===== config.mk =====
export PLATFORM = sky130hd
export DESIGN_NAME = urn_sampler_splitmix64
export DESIGN_NICKNAME = d
export VERILOG_FILES = /design/src/urs_pkg.sv /design/src/urs_ctrl.sv /design/src/urs_dp.sv /design/src/urn_sampler_splitmix64.sv
export SDC_FILE = /design/constraint.sdc
export NUM_CORES = 2
export LEC_CHECK = 0
export BUFFER_PORTS_ARGS = -buffer_cell sky130_fd_sc_hd__buf_2
export CAP_MARGIN = 20
export CORE_UTILIZATION = 30
export DETAILED_ROUTE_END_ITERATION = 8
export GPL_TIMING_DRIVEN = 0
export PLACE_DENSITY = 0.51
export SLEW_MARGIN = 20
export SYNTH_ARGS = -nofsm -noshare
export SYNTH_HDL_FRONTEND = slang
export SYNTH_SLANG_ARGS = --single-unit

===== constraint.sdc =====
create_clock -name clk -period 30.1 [get_ports clk]
set_clock_uncertainty 0.1 [all_clocks]
set_input_delay 0 -clock clk [delete_from_list [all_inputs] [get_ports clk]]
set_output_delay 0 -clock clk [all_outputs]
set_load 0.01 [all_outputs]

===== src/urs_pkg.sv =====
`default_nettype none
package urs_pkg;

  // Urn geometry
  localparam int CATEGORIES = 10;
  localparam int CAT_W      = 4;
  localparam int CNT_W      = 10;
  localparam int MAX_COUNT  = 1023;
  localparam int TOT_W      = 14;
  localparam int MAX_TOTAL  = CATEGORIES * MAX_COUNT;

  // Remainder unit: two dividend bits per step
  localparam int WORD_W     = 64;
  localparam int MOD_STEPS  = WORD_W / 2;
  localparam int STEP_W     = 5;

  // SplitMix64 constants
  localparam logic [63:0] GOLDEN_STEP = 64'h9e3779b97f4a7c15;
  localparam logic [63:0] MIX_MUL_A   = 64'hbf58476d1ce4e5b9;
  localparam logic [63:0] MIX_MUL_B   = 64'h94d049bb133111eb;

  // Input command codes
  typedef enum logic [1:0] {
    CMD_LOAD   = 2'd0,
    CMD_DRAW   = 2'd1,
    CMD_RESEED = 2'd2,
    CMD_RSVD   = 2'd3
  } cmd_t;

  typedef enum logic [3:0] {
    S_IDLE, S_FLOOR, S_GEN, S_M1, S_X1, S_M2, S_X2, S_CHK, S_SEL, S_WALK, S_DONE
  } state_t;

  typedef enum logic [3:0] {
    OP_NONE, OP_LOAD, OP_RESEED, OP_EMPTY, OP_PASS, OP_FLOOR_INIT, OP_MOD,
    OP_GEN, OP_MUL, OP_XS, OP_SEL_INIT, OP_WALK, OP_OUT
  } op_t;

  typedef struct packed {
    op_t              op;
    logic             csel;   // 0: first mix constant / shift 27, 1: second / shift 31
    logic [1:0]       mph;    // partial-product phase
    logic [CAT_W-1:0] idx;    // category index
  } dp_cmd_t;

  typedef struct packed {
    logic total_zero;
    logic word_ok;
    logic hit;
  } dp_stat_t;

endpackage
`default_nettype wire


===== src/urs_ctrl.sv =====
`default_nettype none
module urs_ctrl (
  input  wire logic                      clk,
  input  wire logic                      rst_n,
  input  wire logic                      in_tvalid,
  input  wire urs_pkg::cmd_t             in_command,
  input  wire logic [urs_pkg::CAT_W-1:0] in_category,
  input  wire logic                      out_tready,
  input  wire urs_pkg::dp_stat_t         stat,
  output logic                           in_tready,
  output logic                           out_tvalid,
  output urs_pkg::dp_cmd_t               cmd
);
  import urs_pkg::*;

  state_t            state_r, state_nxt;
  logic [STEP_W-1:0] step_r, step_nxt;
  logic              out_valid_r, out_valid_nxt;

  // State, step counter and output valid
  always_ff @(posedge clk) begin
    if (!rst_n) begin
      state_r     <= S_IDLE;
      step_r      <= '0;
      out_valid_r <= 1'b0;
    end else begin
      state_r     <= state_nxt;
      step_r      <= step_nxt;
      out_valid_r <= out_valid_nxt;
    end
  end

  // Sequencer
  always_comb begin
    state_nxt     = state_r;
    step_nxt      = step_r;
    out_valid_nxt = out_valid_r & ~out_tready;
    cmd           = '{op: OP_NONE, csel: 1'b0, mph: 2'd0, idx: '0};
    unique case (state_r)
      S_IDLE: begin
        if (in_tvalid) begin
          state_nxt = S_DONE;
          unique case (in_command)
            CMD_LOAD: begin
              cmd.op  = OP_LOAD;
              cmd.idx = in_category;
            end
            CMD_DRAW: begin
              if (stat.total_zero) begin
                cmd.op = OP_EMPTY;
              end else begin
                cmd.op    = OP_FLOOR_INIT;
                step_nxt  = '0;
                state_nxt = S_FLOOR;
              end
            end
            CMD_RESEED: cmd.op = OP_RESEED;
            default:    cmd.op = OP_PASS;
          endcase
        end
      end
      S_FLOOR, S_SEL: begin
        cmd.op = OP_MOD;
        if (step_r == STEP_W'(MOD_STEPS - 1)) begin
          step_nxt  = '0;
          state_nxt = (state_r == S_FLOOR) ? S_GEN : S_WALK;
        end else begin
          step_nxt = step_r + 1'b1;
        end
      end
      S_GEN: begin
        cmd.op    = OP_GEN;
        step_nxt  = '0;
        state_nxt = S_M1;
      end
      S_M1, S_M2: begin
        cmd.op   = OP_MUL;
        cmd.csel = (state_r == S_M2);
        cmd.mph  = step_r[1:0];
        if (step_r == STEP_W'(2)) begin
          step_nxt  = '0;
          state_nxt = (state_r == S_M1) ? S_X1 : S_X2;
        end else begin
          step_nxt = step_r + 1'b1;
        end
      end
      S_X1: begin
        cmd.op    = OP_XS;
        state_nxt = S_M2;
      end
      S_X2: begin
        cmd.op    = OP_XS;
        cmd.csel  = 1'b1;
        state_nxt = S_CHK;
      end
      S_CHK: begin
        // reject words below the bias floor
        if (stat.word_ok) begin
          cmd.op    = OP_SEL_INIT;
          step_nxt  = '0;
          state_nxt = S_SEL;
        end else begin
          state_nxt = S_GEN;
        end
      end
      S_WALK: begin
        cmd.op  = OP_WALK;
        cmd.idx = step_r[CAT_W-1:0];
        if (stat.hit) begin
          state_nxt = S_DONE;
        end else begin
          step_nxt = step_r + 1'b1;
        end
      end
      S_DONE: begin
        if (!out_valid_r || out_tready) begin
          cmd.op        = OP_OUT;
          out_valid_nxt = 1'b1;
          state_nxt     = S_IDLE;
        end
      end
      default: state_nxt = S_IDLE;
    endcase
  end

  assign in_tready  = (state_r == S_IDLE);
  assign out_tvalid = out_valid_r;

endmodule
`default_nettype wire


===== src/urs_dp.sv =====
`default_nettype none
module urs_dp (
  input  wire logic                      clk,
  input  wire logic                      rst_n,
  input  wire urs_pkg::dp_cmd_t          cmd,
  input  wire logic [urs_pkg::CNT_W-1:0] in_count_value,
  input  wire logic [63:0]               seed,
  output urs_pkg::dp_stat_t              stat,
  output logic [urs_pkg::CAT_W-1:0]      out_drawn_category,
  output logic                           out_urn_empty,
  output logic [urs_pkg::TOT_W-1:0]      out_remaining_total
);
  import urs_pkg::*;

  logic [63:0]      gen_r;
  logic [63:0]      z_r;
  logic [63:0]      acc_r;
  logic [63:0]      dvd_r;
  logic [TOT_W-1:0] rem_r;
  logic [TOT_W-1:0] run_r;
  logic [TOT_W-1:0] total_r;
  logic [CNT_W-1:0] cnt_r [CATEGORIES];
  logic [CAT_W-1:0] res_drawn_r, out_drawn_r;
  logic             res_empty_r, out_empty_r;
  logic [TOT_W-1:0] out_total_r;

  logic [CNT_W-1:0] cnt_rd;
  logic [CNT_W-1:0] load_val;
  logic [TOT_W-1:0] run_nxt;
  logic [TOT_W:0]   r1, r2;
  logic [TOT_W:0]   tot_ext;
  logic [TOT_W-1:0] rem_nxt;
  logic [63:0]      mconst;
  logic [31:0]      ma, mb;
  logic [63:0]      prod;
  logic [63:0]      gen_sum;
  logic             cat_ok;

  assign cnt_rd   = cnt_r[cmd.idx];
  assign load_val = (in_count_value > CNT_W'(MAX_COUNT)) ? CNT_W'(MAX_COUNT) : in_count_value;
  assign cat_ok   = (cmd.idx < CAT_W'(CATEGORIES));
  assign run_nxt  = run_r + TOT_W'(cnt_rd);

  // Remainder step: two restoring subtract stages
  assign tot_ext = {1'b0, total_r};
  always_comb begin
    r1 = {rem_r, dvd_r[63]};
    if (r1 >= tot_ext) r1 = r1 - tot_ext;
    r2 = {r1[TOT_W-1:0], dvd_r[62]};
    if (r2 >= tot_ext) r2 = r2 - tot_ext;
    rem_nxt = r2[TOT_W-1:0];
  end

  // Shared 32x32 multiplier for the 64-bit low product
  assign mconst = cmd.csel ? MIX_MUL_B : MIX_MUL_A;
  assign ma     = (cmd.mph == 2'd2) ? z_r[63:32] : z_r[31:0];
  assign mb     = (cmd.mph == 2'd1) ? mconst[63:32] : mconst[31:0];
  assign prod   = ma * mb;
  assign gen_sum = gen_r + GOLDEN_STEP;

  // Status
  assign stat.total_zero = (total_r == '0);
  assign stat.word_ok    = (z_r >= {{(64-TOT_W){1'b0}}, rem_r});
  assign stat.hit        = (cmd.op == OP_WALK) && (rem_r < run_nxt);

  // Urn state and generator
  always_ff @(posedge clk) begin
    if (!rst_n) begin
      gen_r   <= '0;
      total_r <= '0;
      for (int i = 0; i < CATEGORIES; i++) cnt_r[i] <= '0;
    end else begin
      case (cmd.op)
        OP_LOAD: begin
          if (cat_ok) begin
            cnt_r[cmd.idx] <= load_val;
            total_r        <= total_r - TOT_W'(cnt_rd) + TOT_W'(load_val);
          end
        end
        OP_RESEED: gen_r <= seed;
        OP_GEN:    gen_r <= gen_sum;
        OP_WALK: begin
          if (stat.hit) begin
            cnt_r[cmd.idx] <= cnt_rd - 1'b1;
            total_r        <= total_r - 1'b1;
          end
        end
        default: ;
      endcase
    end
  end

  // Working registers
  always_ff @(posedge clk) begin
    case (cmd.op)
      OP_LOAD, OP_RESEED, OP_EMPTY, OP_PASS, OP_FLOOR_INIT: begin
        res_drawn_r <= '0;
        res_empty_r <= (cmd.op == OP_EMPTY);
        // bias floor is 2^64 mod total
        dvd_r       <= 64'd0 - {{(64-TOT_W){1'b0}}, total_r};
        rem_r       <= '0;
      end
      OP_MOD: begin
        rem_r <= rem_nxt;
        dvd_r <= {dvd_r[61:0], 2'b00};
      end
      OP_GEN: z_r <= gen_sum ^ (gen_sum >> 30);
      OP_MUL: begin
        if (cmd.mph == 2'd0) acc_r <= prod;
        else                 acc_r <= acc_r + {prod[31:0], 32'd0};
      end
      OP_XS: z_r <= cmd.csel ? (acc_r ^ (acc_r >> 31)) : (acc_r ^ (acc_r >> 27));
      OP_SEL_INIT: begin
        dvd_r <= z_r;
        rem_r <= '0;
        run_r <= '0;
      end
      OP_WALK: begin
        run_r <= run_nxt;
        if (stat.hit) res_drawn_r <= cmd.idx;
      end
      OP_OUT: begin
        out_drawn_r <= res_drawn_r;
        out_empty_r <= res_empty_r;
        out_total_r <= total_r;
      end
      default: ;
    endcase
  end

  assign out_drawn_category  = out_drawn_r;
  assign out_urn_empty       = out_empty_r;
  assign out_remaining_total = out_total_r;

endmodule
`default_nettype wire


===== src/urn_sampler_splitmix64.sv =====
// Urn sampler: draws categories without replacement from up to ten stored counts using a
// SplitMix64 generator with modulo rejection. One word in, one word out. Load, reseed and
// unknown commands and an empty draw go from idle straight to the output state. A draw finds
// the bias floor and, after words below it are rejected, reduces the accepted word, both in
// a 2-bit-per-cycle remainder unit; each generator word is mixed on one shared 32x32
// multiplier, and a cumulative walk over the categories picks the drawn one. A finished word
// waits in the output register; the next input word is taken once the controller is back in idle.
`default_nettype none
module urn_sampler_splitmix64 (
  input  wire logic        clk,
  input  wire logic        rst_n,
  // slave side
  input  wire logic        in_tvalid,
  output logic             in_tready,
  input  wire logic [15:0] in_tdata,   // command[1:0], category[5:2], count_value[15:6]
  // master side
  output logic             out_tvalid,
  input  wire logic        out_tready,
  output logic [23:0]      out_tdata,  // drawn_category[3:0], urn_empty[4],
                                       // remaining_total[18:5], zero[23:19]
  // configuration
  input  wire logic        cfg_psel,
  input  wire logic        cfg_penable,
  input  wire logic        cfg_pwrite,
  input  wire logic [3:0]  cfg_paddr,
  input  wire logic [63:0] cfg_pwdata,
  output logic [63:0]      cfg_prdata,
  output logic             cfg_pready
);
  import urs_pkg::*;

  dp_cmd_t          cmd;
  dp_stat_t         stat;
  logic [63:0]      seed_r;
  logic             seed_sel;
  logic [CAT_W-1:0] drawn;
  logic             empty;
  logic [TOT_W-1:0] total;

  // Seed register at byte addresses 0 to 7 (cfg_paddr[3] low)
  assign seed_sel   = (cfg_paddr[3] == 1'b0);
  assign cfg_pready = 1'b1;
  assign cfg_prdata = seed_sel ? seed_r : 64'd0;

  always_ff @(posedge clk) begin
    if (!rst_n) begin
      seed_r <= '0;
    end else if (cfg_psel && cfg_penable && cfg_pwrite && seed_sel) begin
      seed_r <= cfg_pwdata;
    end
  end

  urs_ctrl u_ctrl (
    .clk         (clk),
    .rst_n       (rst_n),
    .in_tvalid   (in_tvalid),
    .in_command  (cmd_t'(in_tdata[1:0])),
    .in_category (in_tdata[5:2]),
    .out_tready  (out_tready),
    .stat        (stat),
    .in_tready   (in_tready),
    .out_tvalid  (out_tvalid),
    .cmd         (cmd)
  );

  urs_dp u_dp (
    .clk                 (clk),
    .rst_n               (rst_n),
    .cmd                 (cmd),
    .in_count_value      (in_tdata[15:6]),
    .seed                (seed_r),
    .stat                (stat),
    .out_drawn_category  (drawn),
    .out_urn_empty       (empty),
    .out_remaining_total (total)
  );

  assign out_tdata = {5'd0, total, empty, drawn};

endmodule
`default_nettype wire


* Word-level counts from Yosys, hierarchy flattened
Memory sizes are Yosys's and may differ from the RTL's.
Cells that the tools add are included.
** Word-level totals
- Output and inout port bits :: 91
- Memories :: 1
- Input port bits :: 91
- Register bits after elaboration :: 396
- Bits in writable memories :: 100
** Memory list
- u_dp.cnt_r :: depth 10, bits a word 10, read ports 1, clocked after Yosys merged registers in 0, wr ports 10, RTL line urs_dp.sv:22 : logic [CNT_W-1:0] cnt_r [CATEGORIES];
** Cells by class
- Bitwise operators :: 7
- Add/subtract/negate cells :: 11
- Reductions and logical operators :: 28
- $lt $le $gt $ge :: 6
- Mux-type cells :: 64
- Eq/ne operators :: 39
- $mul :: 1
** Operator list (count)
- 64-bit case mux with 2 select lines :: 2
- 64-bit two-way mux :: 3
- 64-bit case mux with 3 select lines :: 1
- 14-bit case mux with 2 select lines :: 3
- 64-bit adder :: 1
- 64-bit adder (second input constant) :: 1
- 64-bit by 14-bit greater-or-equal comparator with 1-bit output :: 1
- 32-bit by 32-bit multiplier with 64-bit output :: 1
- 32-bit two-way mux :: 2
- 4-bit two-way mux :: 16
- 64-bit by 33-bit XOR with 64-bit output :: 1
- 64-bit by 34-bit XOR with 64-bit output :: 1
- 64-bit by 37-bit XOR with 64-bit output :: 1
- 62-bit two-way mux :: 1
- 14-bit two-way mux :: 4
- 4-bit case mux with 9 select lines :: 1
- 5-bit two-way mux :: 7
- 4-bit by 3-bit == test with 1-bit output (second input constant) :: 8
- 4-bit == test (second input constant) :: 8
- 4-bit case mux with 8 select lines :: 1
- 15-bit by 14-bit greater-or-equal comparator with 1-bit output :: 2
- 10-bit two-way mux :: 3
- 5-bit case mux with 6 select lines :: 1
- 14-bit by 10-bit adder with 14-bit output :: 2
- other kinds (43) :: 84

* Depth between registers and ports, before layout
An unclocked memory read counts as a cell.
- Depth after elaboration :: 15
- Mapped depth :: 47

* Cells and area by module
A second synthesis with hierarchy kept.
** Second synthesis, totals
- Cell total of the unflattened synthesis :: 6102
- Area, all modules :: 60874.6 µm²
** Modules (own cells, without submodules)
- urs_dp :: cells each 5612, instances 1, sequential area each 13693.1 µm², area each 56745.7 µm²
- urn_sampler_splitmix64 :: cells each 358, instances 1, sequential area each 1281.2 µm², area each 3088.0 µm²
- urs_ctrl :: cells each 132, instances 1, sequential area each 200.2 µm², area each 1041.0 µm²

* Least setup slack after synthesis
Ideal clock, no wire load.
- Kind :: register to register
- From :: register u_ctrl.state_r[1]
- To :: register u_dp.acc_r[62] (data pin)
- Cell stages (with the launch flop) :: 42
- Data arrival time :: 10.643 ns
- Required time :: 29.732 ns
- Path buffers :: 5
- Setup slack :: 19.089 ns
- Setup time :: 0.268 ns
- Period minus slack after synthesis :: 11.011 ns
- Path through :: dfxtp_1 -> buf_2 -> xor2_1 -> nand3b_1 -> inv_1 -> and3_1 -> clkbuf_1 -> buf_2 -> buf_2 -> mux2i_1 -> clkbuf_1 -> inv_1 -> nand2_1 -> fa_1 -> inv_1 -> fa_1 -> inv_1 -> fa_1 -> [6 not listed] -> fa_1 -> fa_1 -> ha_1 -> nand2_1 -> nor2_1 -> a2111oi_0 -> o21ai_1 -> xor2_1 -> ha_1 -> a21o_1 -> a21o_1 -> a21o_1 -> a221o_1 -> o41ai_1 -> o21ai_0 -> xor2_1 -> nand2_1 -> o21ai_0
** On the way
- Word-level cells in the longest chain between the ends :: 8
** RTL lines
- from (decl) :: RTL line urs_ctrl.sv:16 : state_t state_r, state_nxt;
- from (signal assigned) :: RTL line urs_ctrl.sv:27 : state_r <= state_nxt;
- 4-bit by 2-bit == test with 1-bit output / 4-bit by 3-bit == test with 1-bit output (equally long branches) :: RTL line urs_ctrl.sv:39, urs_ctrl.sv:78
- 2-bit OR reduction :: RTL line urs_ctrl.sv:39 : unique case (state_r)
- 1-bit case mux with 2 select lines / 2-bit two-way mux (equally long branches) :: RTL line urs_ctrl.sv:39
- 62-bit two-way mux (tied with other cells) :: RTL line urs_dp.sv:55 : assign mconst = cmd.csel ? MIX_MUL_B : MIX_MUL_A;
- 32-bit two-way mux, on equally long branches :: RTL line urs_dp.sv:57, urs_dp.sv:56
- 32-bit by 32-bit multiplier with 64-bit output :: RTL line urs_dp.sv:58 : assign prod = ma * mb;
- 64-bit adder :: RTL line urs_dp.sv:110 : else acc_r <= acc_r + {prod[31:0], 32'd0};
- 64-bit two-way mux * :: RTL line urs_dp.sv:109 : if (cmd.mph == 2'd0) acc_r <= prod;
- to (signal assigned) :: RTL line urs_dp.sv:109
- to (signal assigned) :: RTL line urs_dp.sv:110
- to (decl) :: RTL line urs_dp.sv:17 : logic [63:0] acc_r;
Every way passes the cells marked *; elsewhere a longest branch is shown, timed or not.
A chain may end at the register's enable or synchronous reset.

* Final worst setup path
Ends and elaborated chain as after synthesis.

==> flow_summary_export.csv <==
group,metric,value,unit
worst_setup_path,arrival,14.93,ns
placement,hpwl,188,mm
worst_setup_path,required,30.39,ns
synthesis,synth-edff-count,404,
routing,drt_iter0_markers,4701,
finish,multi_input_area,0.0407,sq mm
worst_setup_path,path_max_fanout,11,
synthesis,synth-main-ff-cell,"edfxtp_1",
cts,path_clk_slew,0.07,ns
flow_run,max-cap-violations,0,
synthesis,mappedNetlistArea,0.0606,sq mm
finish,layout-drive-gt1-share,0.0670,
timing,drv_slew,0,
synthesis,async_flop_share,0,
routing,wl_per_cell,24.5,um
cts,ctsHtreeMaxLevel,2,
grt,gr-usage-all-layers,0.220,
cts,ctsResizeCount,0,
routing,postRouteAntennaNets,0,
cts,cts.path.max_buffers,3,
routing,drt-vias-per-instance,5.13,
worst_setup_path,path_depth,39,
timing,tightest_slew,1.16,ns
worst_setup_path,path_class,"reg2reg",
timing,post-route-period-util,0.486,
die,io_pins,182,
worst_setup_path,reg2regPathDepth,39,
grt,grt_most_used_layer,"met2",
worst_setup_path,cp_slowest_cell,"clkbuf_1",
worst_setup_path,path_buf_inv,9,
timing,fin_crit,14.64,ns
timing,setup_tns,0,ns
placement,pre_cts_ws,15.71,ns
placement,dp_cells,9036,
grt,grt_pass1_vias,48644,
cts,root_buffer,"clkbuf_16",
hold_path,min_path_cells,5,
grt,grt_max_degree,50,
worst_setup_path,max_stage_delay,0.93,ns
worst_setup_path,worstSetupEndpointType,"register",
timing,rsz0062_at_grt,"false",
routing,wl,226,mm
hold_path,hold_class,"in2reg",
worst_setup_path,critical-path-top-delay-family,"adder cells",
routing,vias,47429,
grt,gr-usage-met3,0.0252,
die,die_y,452,um
timing,setup_slack,15.46,ns
timing,fmax,0.0683,GHz
cts,clk_latency,0.67,ns
synthesis,yosysWarnings,0,
finish,syn2layout_area_growth,12.7,%
placement,gp_congestion,0.957,
cts,cts_sinks,556,
cts,cts_made_buffers,57,
die,dieArea,0.204,sq mm
synthesis,synth_seq_cells,556,
cts,cts_tree,"built",
synthesis,postSynthAreaPerCell,9.81,sq um
grt,grt_first_pass_wirelength,330,mm
finish,final_nets,7928,
die,die_w,452,um
synthesis,yosysSeqAreaShare,0.250,
die,coreArea,0.200,sq mm
finish,regArea,0.0152,sq mm
timing,hold_viol_final,0,
grt,antenna_found_initial,10,
synthesis,synth_cell_types,94,
cts,ctsHoldBuffers,101,
die,core.rowCount,164,
cts,cts_setup_buffers,0,
grt,met2_usage,0.352,
grt,use_met1,0.306,
synthesis,netlist_instances,6180,
grt,grt-ovfl-total,0,
status,status,"completed",
placement,io_buffers,171,
routing,drc,0,
finish,fillers,20711,
finish,final_common_cell,"inv_1",
worst_setup_path,cp-start-kind,"register",
timing,relSlewSlack,0.206,
finish,layout_common_cells,"inv_1 (988), fa_1 (836), nor2_1 (540), nand2_1 (518), ha_1 (459)",
worst_setup_path,cp_common_cell,"fa_1",
die,initial_core_util,0.303,
routing,first_pass_iters,5,
timing,setup_viol,0,
finish,final_cells,9246,
-- metrics by stage --
stage / utilization / area [sq um] / hold WS (ns)
6_report: 0.341 / 68300 / 0.0533
5_1_grt: 0.341 / 68300 / 0.0631
4_1_cts: 0.341 / 68300 / 0.00629
3_5_place_dp: 0.326 / 65300 / 0.153
3_3_place_gp: 0.324 / 64800 / 0.151
2_1_floorplan: - / 60700 / 0.0360
-- synthesized netlist by cell type, types with 7 or more instances --
master | count | area [sq um]
nand3b_1 | 7 | 52.6
nand2b_1 | 86 | 538
a22oi_1 | 29 | 218
a41oi_1 | 8 | 70.1
nand3_1 | 54 | 270
a221o_1 | 54 | 541
clkbuf_1 | 230 | 863
mux2i_1 | 110 | 1100
nor3_1 | 66 | 330
nor4_1 | 29 | 181
mux2_2 | 15 | 169
a221oi_1 | 29 | 254
a311oi_1 | 23 | 201
dfxtp_1 | 152 | 3040
nor2b_1 | 128 | 801
xor2_1 | 82 | 718
o211ai_1 | 12 | 90.1
inv_1 | 989 | 3710
buf_4 | 18 | 135
a21boi_0 | 8 | 60.1
ha_1 | 459 | 5740
and3_1 | 35 | 219
or3_1 | 19 | 119
o21bai_1 | 23 | 173
buf_1 | 14 | 52.6
o21a_1 | 21 | 158
buf_2 | 22 | 110
and2_1 | 111 | 694
a21oi_1 | 310 | 1550
a21o_1 | 81 | 608
a211oi_1 | 18 | 135
a31oi_1 | 20 | 125
edfxtp_1 | 404 | 12100
xnor2_1 | 205 | 1800
fa_1 | 836 | 16700
o21ai_0 | 178 | 891
a211o_1 | 15 | 131
a222oi_1 | 17 | 170
nor2_1 | 541 | 2030
nand2_1 | 520 | 1950
nand4_1 | 35 | 219
o31ai_1 | 18 | 135
or2_2 | 25 | 156
-- cell type report --
class | instances | share of cell area
clock buffers | 65 | 0.0216
diodes | 3 | 0.000110
clock inverters | 39 | 0.00687
multi-input cells | 4342 | 0.596
repair buffers | 299 | 0.0324
flip-flops and latches | 556 | 0.222
well taps | 2656 | 0.0486
plain buffers | 290 | 0.0180
inverters | 996 | 0.0547
-- final timing paths --
| check | start | to | slack [ns] |
|---|---|---|---|
| max | u_ctrl.state_r[1] | u_dp.acc_r[62] | 15.46 |
| min | in_tdata[4] | u_dp.cnt_r[5][9] | 0.05 |
| max reg2reg | u_ctrl.state_r[1] | u_dp.acc_r[62] | 15.46 |
| min reg2reg | u_dp.res_drawn_r[0] | u_dp.out_drawn_category[0] | 0.32 |
-- state kept, by name, summed over array words and instances, names as in the netlist, 4 cells and up --
| signal | count |
|---|---|
| u_dp.z_r | 64 |
| u_dp.gen_r | 64 |
| u_dp.res_drawn_r | 4 |
| u_ctrl.state_r | 4 |
| u_dp.run_r | 14 |
| u_dp.out_drawn_category | 4 |
| u_dp.cnt_r | 160 |
| u_dp.acc_r | 64 |
| u_dp.rem_r | 14 |
| u_dp.total_r | 14 |
| u_dp.dvd_r | 64 |
| u_dp.out_remaining_total | 14 |
| seed_r | 64 |
| u_ctrl.step_r | 5 |
-- worst reg2reg max path, delay by kind of cell (launching register included) --
family                     cells  cell delay (ns)
adders and majority gates     11             4.83
AOI/OAI and AO/OA              8             2.10
buffers and inverters          9             3.83
DFF                            1             0.30
xor gates and xnor gates       3             1.02
and+or+nand+nor                8             2.18
-- routing by layer --
layer | part of all wire | vias up
met5 | 0.00050 | -
met4 | 0.039 | 6
met2 | 0.46 | 1786
li1 | - | 20987
met3 | 0.063 | 336
met1 | 0.44 | 24314
-- kinds of logic (layout without fill, tap and decap cells) --
logic type,count (synthesis),after routing,share of synthesized area
adders and majority gates,1295,1295,0.371
AOI/OAI and AO/OA,939,939,0.103
DFF,556,556,0.250
buffers and inverters,1286,1689,0.0819
muxes,131,131,0.0232
other,2,9,0.000124
and+or+nand+nor,1683,1683,0.129
xor gates and xnor gates,288,288,0.0418
Power is not shown: default switching activity piles up to over one toggle a cycle in this logic, so the estimate is an artifact.
